--- src/i2a_pkg.sv ---
// Shared constants, types and helpers for the integer-to-ASCII radix converter.
package i2a_pkg;

    localparam int ValueBitsDef = 32;
    localparam int MaxChars     = 32;
    localparam int MaxMinDigits = 32;
    localparam int RadixMin     = 2;
    localparam int RadixMax     = 16;
    localparam int DecRadix     = 10;
    localparam int RadixW       = 5;
    localparam int MinDigW      = 6;
    localparam int DigitW       = 4;
    localparam int CharW        = 8;
    localparam int StkIdxW      = $clog2(MaxChars);
    localparam int StkCntW      = $clog2(MaxChars + 1);

    localparam logic [CharW-1:0] CharZero  = 8'h30;
    localparam logic [CharW-1:0] CharA     = 8'h61;
    localparam logic [CharW-1:0] CharMinus = 8'h2d;

    typedef enum logic [1:0] {
        ST_IDLE,
        ST_DIV,
        ST_SIGN,
        ST_EMIT
    } state_t;

    typedef struct packed {
        logic load;
        logic again;
    } div_ctrl_t;

    typedef struct packed {
        logic              done;
        logic              quot_nz;
        logic [DigitW-1:0] digit;
    } div_stat_t;

    typedef struct packed {
        logic             push;
        logic             pop_en;
        logic [CharW-1:0] ch;
    } stk_ctrl_t;

    function automatic logic [CharW-1:0] digit_char(input logic [DigitW-1:0] d);
        logic [CharW-1:0] dx;
        dx = {{(CharW-DigitW){1'b0}}, d};
        if (d < DigitW'(DecRadix))
            return CharZero + dx;
        else
            return CharA + dx - CharW'(DecRadix);
    endfunction

endpackage

--- src/i2a_div.sv ---
// Bit-serial restoring divider: one quotient bit per cycle, remainder is the digit.
module i2a_div
    import i2a_pkg::*;
#(
    parameter int VALUE_BITS = ValueBitsDef
)
(
    input  logic                  clk,
    input  logic                  rst_n,
    input  div_ctrl_t             ctrl,
    input  logic [VALUE_BITS-1:0] dividend,
    input  logic [RadixW-1:0]     radix,
    output div_stat_t             stat
);

    localparam int CntW = $clog2(VALUE_BITS);

    logic [VALUE_BITS-1:0] q_reg,    q_next;
    logic [DigitW-1:0]     rem_reg,  rem_next;
    logic [CntW-1:0]       cnt_reg,  cnt_next;
    logic                  run_reg,  run_next;
    logic                  done_reg, done_next;
    logic                  nz_reg,   nz_next;

    logic [RadixW-1:0] trial;
    logic [RadixW-1:0] diff;
    logic              ge;

    // remainder stays below radix <= 16, so four bits hold it
    assign trial = {rem_reg, q_reg[VALUE_BITS-1]};
    assign ge    = (trial >= radix);
    assign diff  = trial - radix;

    always_comb
    begin
        q_next    = q_reg;
        rem_next  = rem_reg;
        cnt_next  = cnt_reg;
        run_next  = run_reg;
        nz_next   = nz_reg;
        done_next = 1'b0;
        if (ctrl.load || ctrl.again)
        begin
            if (ctrl.load)
                q_next = dividend;
            rem_next = '0;
            cnt_next = '0;
            run_next = 1'b1;
            nz_next  = 1'b0;
        end
        else if (run_reg)
        begin
            q_next   = {q_reg[VALUE_BITS-2:0], ge};
            rem_next = ge ? diff[DigitW-1:0] : trial[DigitW-1:0];
            nz_next  = nz_reg | ge;
            cnt_next = cnt_reg + 1'b1;
            if (cnt_reg == CntW'(VALUE_BITS - 1))
            begin
                run_next  = 1'b0;
                done_next = 1'b1;
            end
        end
    end

    always_ff @(posedge clk or negedge rst_n)
    begin
        if (!rst_n)
        begin
            run_reg  <= 1'b0;
            done_reg <= 1'b0;
            cnt_reg  <= '0;
        end
        else
        begin
            run_reg  <= run_next;
            done_reg <= done_next;
            cnt_reg  <= cnt_next;
        end
    end

    always_ff @(posedge clk)
    begin
        q_reg   <= q_next;
        rem_reg <= rem_next;
        nz_reg  <= nz_next;
    end

    assign stat.done    = done_reg;
    assign stat.quot_nz = nz_reg;
    assign stat.digit   = rem_reg;

endmodule

--- src/i2a_stk.sv ---
// Character stack: digits go in least significant first, come out reversed
// through the output register.
module i2a_stk
    import i2a_pkg::*;
(
    input  logic               clk,
    input  logic               rst_n,
    input  stk_ctrl_t          ctrl,
    output logic [StkCntW-1:0] count,
    output logic               m_tvalid,
    input  logic               m_tready,
    output logic [CharW-1:0]   m_tdata,   // char_out
    output logic               m_tlast    // last
);

    logic [CharW-1:0]   mem_reg [MaxChars];
    logic [StkCntW-1:0] cnt_reg,   cnt_next;
    logic               vld_reg,   vld_next;
    logic [CharW-1:0]   data_reg;
    logic               last_reg;
    logic [StkCntW-1:0] top;
    logic               pop;

    assign top = cnt_reg - 1'b1;
    assign pop = ctrl.pop_en && (cnt_reg != '0) && (!vld_reg || m_tready);

    always_comb
    begin
        cnt_next = cnt_reg;
        vld_next = vld_reg;
        if (m_tready)
            vld_next = 1'b0;
        if (pop)
        begin
            cnt_next = cnt_reg - 1'b1;
            vld_next = 1'b1;
        end
        else if (ctrl.push)
            cnt_next = cnt_reg + 1'b1;
    end

    always_ff @(posedge clk or negedge rst_n)
    begin
        if (!rst_n)
        begin
            cnt_reg <= '0;
            vld_reg <= 1'b0;
        end
        else
        begin
            cnt_reg <= cnt_next;
            vld_reg <= vld_next;
        end
    end

    always_ff @(posedge clk)
    begin
        if (ctrl.push)
            mem_reg[cnt_reg[StkIdxW-1:0]] <= ctrl.ch;
        if (pop)
        begin
            data_reg <= mem_reg[top[StkIdxW-1:0]];
            last_reg <= (cnt_reg == StkCntW'(1));
        end
    end

    assign count    = cnt_reg;
    assign m_tvalid = vld_reg;
    assign m_tdata  = data_reg;
    assign m_tlast  = last_reg;

endmodule

--- src/integer_to_ascii_radix_core.sv ---
// Top level of the integer-to-ASCII radix converter.
//
// Takes one number per item and sends its text in radix 2..16, one character
// per output item, most significant digit first, with tlast on the final one.
// Digits come from a bit-serial divider that produces one quotient bit per
// cycle; a sign character, if any, is stored after the last digit, and the
// stored text then drains at one character per cycle while m_tready is high.
// One number is worked on at a time; s_tready is high only while idle, and the
// final character of the previous number may still wait in the output register.
// Radix saturates to 2..16, min_digits to 32; at most 32 characters are sent,
// and when the text would be longer its leading characters are dropped.
module integer_to_ascii_radix_core
    import i2a_pkg::*;
#(
    parameter int VALUE_BITS = ValueBitsDef,
    parameter int IN_W       = ((VALUE_BITS + RadixW + MinDigW + 7) / 8) * 8
)
(
    input  logic            clk,
    input  logic            rst_n,
    input  logic            s_tvalid,
    output logic            s_tready,
    input  logic [IN_W-1:0] s_tdata,   // value, radix, min_digits (zero pad)
    input  logic            s_tuser,   // is_signed
    output logic            m_tvalid,
    input  logic            m_tready,
    output logic [7:0]      m_tdata,   // char_out
    output logic            m_tlast    // last
);

    state_t              state_reg, state_next;
    logic [RadixW-1:0]   radix_reg, radix_next;
    logic [MinDigW-1:0]  md_reg,    md_next;
    logic                neg_reg,   neg_next;

    logic [VALUE_BITS-1:0] in_value;
    logic [RadixW-1:0]     in_radix;
    logic [MinDigW-1:0]    in_md;
    logic [RadixW-1:0]     radix_sat;
    logic [MinDigW-1:0]    md_sat;
    logic                  in_neg;
    logic [VALUE_BITS-1:0] magnitude;

    div_ctrl_t          div_ctrl;
    div_stat_t          div_stat;
    stk_ctrl_t          stk_ctrl;
    logic [StkCntW-1:0] stk_count;
    logic               room;

    assign in_value = s_tdata[VALUE_BITS-1:0];
    assign in_radix = s_tdata[VALUE_BITS +: RadixW];
    assign in_md    = s_tdata[VALUE_BITS+RadixW +: MinDigW];

    always_comb
    begin
        if (in_radix < RadixW'(RadixMin))
            radix_sat = RadixW'(RadixMin);
        else if (in_radix > RadixW'(RadixMax))
            radix_sat = RadixW'(RadixMax);
        else
            radix_sat = in_radix;
        md_sat = (in_md > MinDigW'(MaxMinDigits)) ? MinDigW'(MaxMinDigits) : in_md;
    end

    assign in_neg    = s_tuser && (radix_sat == RadixW'(DecRadix)) && in_value[VALUE_BITS-1];
    assign magnitude = in_neg ? (~in_value + 1'b1) : in_value;

    // room for another character after the one pushed this cycle
    assign room = (stk_count < StkCntW'(MaxChars - 1));

    always_comb
    begin
        state_next      = state_reg;
        radix_next      = radix_reg;
        md_next         = md_reg;
        neg_next        = neg_reg;
        s_tready        = 1'b0;
        div_ctrl.load   = 1'b0;
        div_ctrl.again  = 1'b0;
        stk_ctrl.push   = 1'b0;
        stk_ctrl.pop_en = 1'b0;
        stk_ctrl.ch     = digit_char(div_stat.digit);
        unique case (state_reg)
            ST_IDLE:
            begin
                s_tready = 1'b1;
                if (s_tvalid)
                begin
                    radix_next    = radix_sat;
                    md_next       = md_sat;
                    neg_next      = in_neg;
                    div_ctrl.load = 1'b1;
                    state_next    = ST_DIV;
                end
            end
            ST_DIV:
            begin
                if (div_stat.done)
                begin
                    stk_ctrl.push = 1'b1;
                    md_next = (md_reg == '0) ? '0 : md_reg - 1'b1;
                    if ((div_stat.quot_nz || (md_reg > MinDigW'(1))) && room)
                        div_ctrl.again = 1'b1;
                    else if (neg_reg && room)
                        state_next = ST_SIGN;
                    else
                        state_next = ST_EMIT;
                end
            end
            ST_SIGN:
            begin
                stk_ctrl.push = 1'b1;
                stk_ctrl.ch   = CharMinus;
                state_next    = ST_EMIT;
            end
            ST_EMIT:
            begin
                stk_ctrl.pop_en = 1'b1;
                if (stk_count == '0)
                    state_next = ST_IDLE;
            end
            default:
            begin
                state_next = ST_IDLE;
            end
        endcase
    end

    always_ff @(posedge clk or negedge rst_n)
    begin
        if (!rst_n)
            state_reg <= ST_IDLE;
        else
            state_reg <= state_next;
    end

    always_ff @(posedge clk)
    begin
        radix_reg <= radix_next;
        md_reg    <= md_next;
        neg_reg   <= neg_next;
    end

    i2a_div #(
        .VALUE_BITS (VALUE_BITS)
    ) u_div (
        .clk      (clk),
        .rst_n    (rst_n),
        .ctrl     (div_ctrl),
        .dividend (magnitude),
        .radix    (radix_reg),
        .stat     (div_stat)
    );

    i2a_stk u_stk (
        .clk      (clk),
        .rst_n    (rst_n),
        .ctrl     (stk_ctrl),
        .count    (stk_count),
        .m_tvalid (m_tvalid),
        .m_tready (m_tready),
        .m_tdata  (m_tdata),
        .m_tlast  (m_tlast)
    );

endmodule

--- config.mk ---
export PLATFORM = sky130hd
export DESIGN_NAME = integer_to_ascii_radix_core
export DESIGN_NICKNAME = d
export VERILOG_FILES = /design/src/i2a_pkg.sv /design/src/i2a_div.sv /design/src/i2a_stk.sv /design/src/integer_to_ascii_radix_core.sv
export SDC_FILE = /design/constraint.sdc
export NUM_CORES = 1
export LEC_CHECK = 0
export CAP_MARGIN = 20
export CELL_PAD_IN_SITES_DETAIL_PLACEMENT = 0
export CELL_PAD_IN_SITES_GLOBAL_PLACEMENT = 1
export CORE_MARGIN = 4
export CORE_UTILIZATION = 54
export DETAILED_ROUTE_END_ITERATION = 7
export DONT_BUFFER_PORTS = 1
export PLACE_DENSITY_LB_ADDON = 0.2
export SLEW_MARGIN = 25
export SYNTH_ARGS = -nofsm -noshare
export SYNTH_HDL_FRONTEND = slang
export SYNTH_SLANG_ARGS = --single-unit
--- constraint.sdc ---
create_clock -name clk -period 3.3 [get_ports clk]
set_input_delay 0 -clock clk [delete_from_list [all_inputs] [get_ports clk]]
set_output_delay 0 -clock clk [all_outputs]
set_load 0.01 [all_outputs]
==> metrics <==
outcome=finished, final reports clean; r2r worst-path depth=9; Pwr Density=about 940 nW/um^2; maxcap violations=0; Layout area overhead=19.0%; Top Ports=64; Largest register FFs=224; antenna violations before repair=1; drt drc=0; Netlist cell types=57; Post-Synthesis Cells=888; WS Path Type=reg2reg; endpoint type of the worst setup path=register; clk_lat worst skew=approximately 0.54 ns; most frequent cells in the layout=edfxtp_1, nand2_1, dlygate4sd3_1; data required time of the critical path=approximately 3.6 ns; Hold WS=0.0246 ns; Mean Syn Cell Area=between 10 and 15 um^2; Fin Clk Skew=about 0.0069 ns; setup TNS=0 ns; WL/cell=about 20 um; CTS tree=yes; worst-path maximum fanout=48; area of the core=roughly 24000 um^2; post-route ant nets=0; Post-synth ARST share=under 10%; Max Slew Vio Count=0; total global routing overflow=0; Post-synth EDFFs=roughly 280; largest net degree at the start of global routing=60; CTS Buf Count=31; layout cell share with drive strength beyond 1=~16%; Worst Max-Slew Pin Slew=0.804 ns; row cnt=56; Setup Fix Bufs, Post-CTS=0; Hold Path Depth=4; setup ws final=slightly above 0.2 ns; worst hold path class=in2reg; minimum clock period=between 3 and 4 ns; vias in the first global route=about 8000; post-synthesis cell area=13100 um^2; via/cell ratio=5.70; Final Hold Fails=0; Synth Register Bits=between 200 and 300; Final setup viols=0; DR iter-0 viols=~420; LEAKAGE=5.48 nW; filler instances=1750; commonest non-fill, non-tap cell in the layout=edfxtp_1; area fraction of the dominant cell type after synthesis=a little over three fifths; Max-slew headroom=a little under half; DRT Pass-1 Iters=5; Total GRT Usage=a little over a fifth; Worst-path clk slew=around 0.060 ns; Achievable Freq=323 MHz; PortBufs=0; CTS max path bufs=3; first-pass GRT wire length=43.5 mm; ys flop type=edfxtp_1; Tcrit/Tclk final=93.9%; Initial Util=between 50 and 60%; Peak supply drop=around 1.0 mV; total power=approximately 15 mW; Die Ht=164 um; via count=between 7000 and 8000; ant diodes=0; die area=roughly 27000 um^2; pre-CTS setup slack=between 0.4 and 0.5 ns; ranking of synthesized cells by area=edfxtp_1, mux4_2, nand2_1, dfrtp_1, ha_1; htree depth=1; GPL Wtd Cong=between 0.8 and 0.9; dpl hpwl=17.5 mm; Yosys warning count=0; Yosys top cell by area=edfxtp_1; final wirelength=roughly 27 mm; RSZ-0062 raised after global routing=false; worst path arrival time=roughly 3.4 ns; # nets final=about 1100; root buf cell=clkbuf_16; Post-CTS Resized=0; critical path launch point type=register; clock sink total=297; Seq/Total Area, Yosys=roughly two thirds; Die X=about 160 um
[worst max-delay path, stage by stage (launching register included)]
cell and delay [ns]:
dfrtp_4 0.49, buf_12 0.23, ha_1 0.26, a41oi_1 0.30, and2_1 0.25, a31oi_4 0.11, buf_4 0.25, and2_1 0.18
a31o_2 0.20, dlygate4sd3_1 0.54
[Yosys cell counts, drive strengths merged (16+ instances only)]
cell	number
edfxtp	276
nand2	109
nor2	61
mux4	56
o21ai	51
a21oi	48
inv	27
xnor2	25
clkbuf	23
xor2	21
buf	20
ha	20
a31oi	16
dfrtp	16
[kinds of logic (layout without fill, tap and decap cells)]
| logic type | count (synthesis) | in the layout | synth area share [%] |
|---|---|---|---|
| xor gates and xnor gates | 46 | 46 | 3.06 |
| adders and majority gates | 21 | 21 | 2.06 |
| muxes | 61 | 61 | 9.98 |
| AOI/OAI and AO/OA | 149 | 149 | 7.06 |
| buffers and inverters | 70 | 196 | 2.46 |
| and+or+nand+nor | 242 | 242 | 8.47 |
| DFF | 297 | 297 | 66.8 |
| other | 2 | 33 | 0.0571 |
[through the flow]
stage / area [um^2] / instances / utilization [%]
floorplan: 13300 / 919 / -
finish: 15600 / 1364 / 66.1
CTS: 15600 / 1364 / 66.1
detailed placement: 13800 / 1239 / 58.4
global placement: 13800 / 1239 / 58.4
global route: 15600 / 1364 / 66.1
[routing by layer]
layer  track usage, %  vias to the layer above  part of all wire (%)
li1                 -                     3618                     -
met1             26.5                     3892                    39
met2             37.7                      222                    53
met3             3.59                       43                   5.2
met4             5.22                        2                   2.1
met5                0                        -                 0.047
[final cells by class]
type	instances	area, um^2	share of cell area, %
Tap cell	319	399	2.55
Timing Repair Buffer	112	1040	6.62
Sequential cell	297	8790	56.2
Multi-Input combinational cell	552	4190	26.8
Inverter	27	101	0.648
Clock buffer	34	787	5.03
Clock inverter	23	340	2.18
[final timing paths]
check,start,to,slack (ns)
max,u_stk.count[0],u_div.q_reg[31],0.20
min reg2reg,u_div.q_reg[1],u_div.q_reg[2],0.53
min,s_tdata[31],u_div.q_reg[1],0.02
min in group asynchronous,rst_n,state_reg[1],0.55
max reg2reg,u_stk.count[0],u_div.q_reg[31],0.20
max in group asynchronous,rst_n,u_stk.count[0],2.17
[power breakdown]
part / internal, mW / total (mW) / switching [mW]
clock network: 2.41 / 3.79 / 1.38
registers: 5.33 / 5.72 / 0.389
logic: 2.04 / 5.14 / 3.10
[repair_timing]
item                                    CTS  global route
hold endpoints to repair                 74             0
hold buffers                             68             0
endpoints found under the setup margin    0             0
Note: power is estimated with default switching activity, not from simulation.
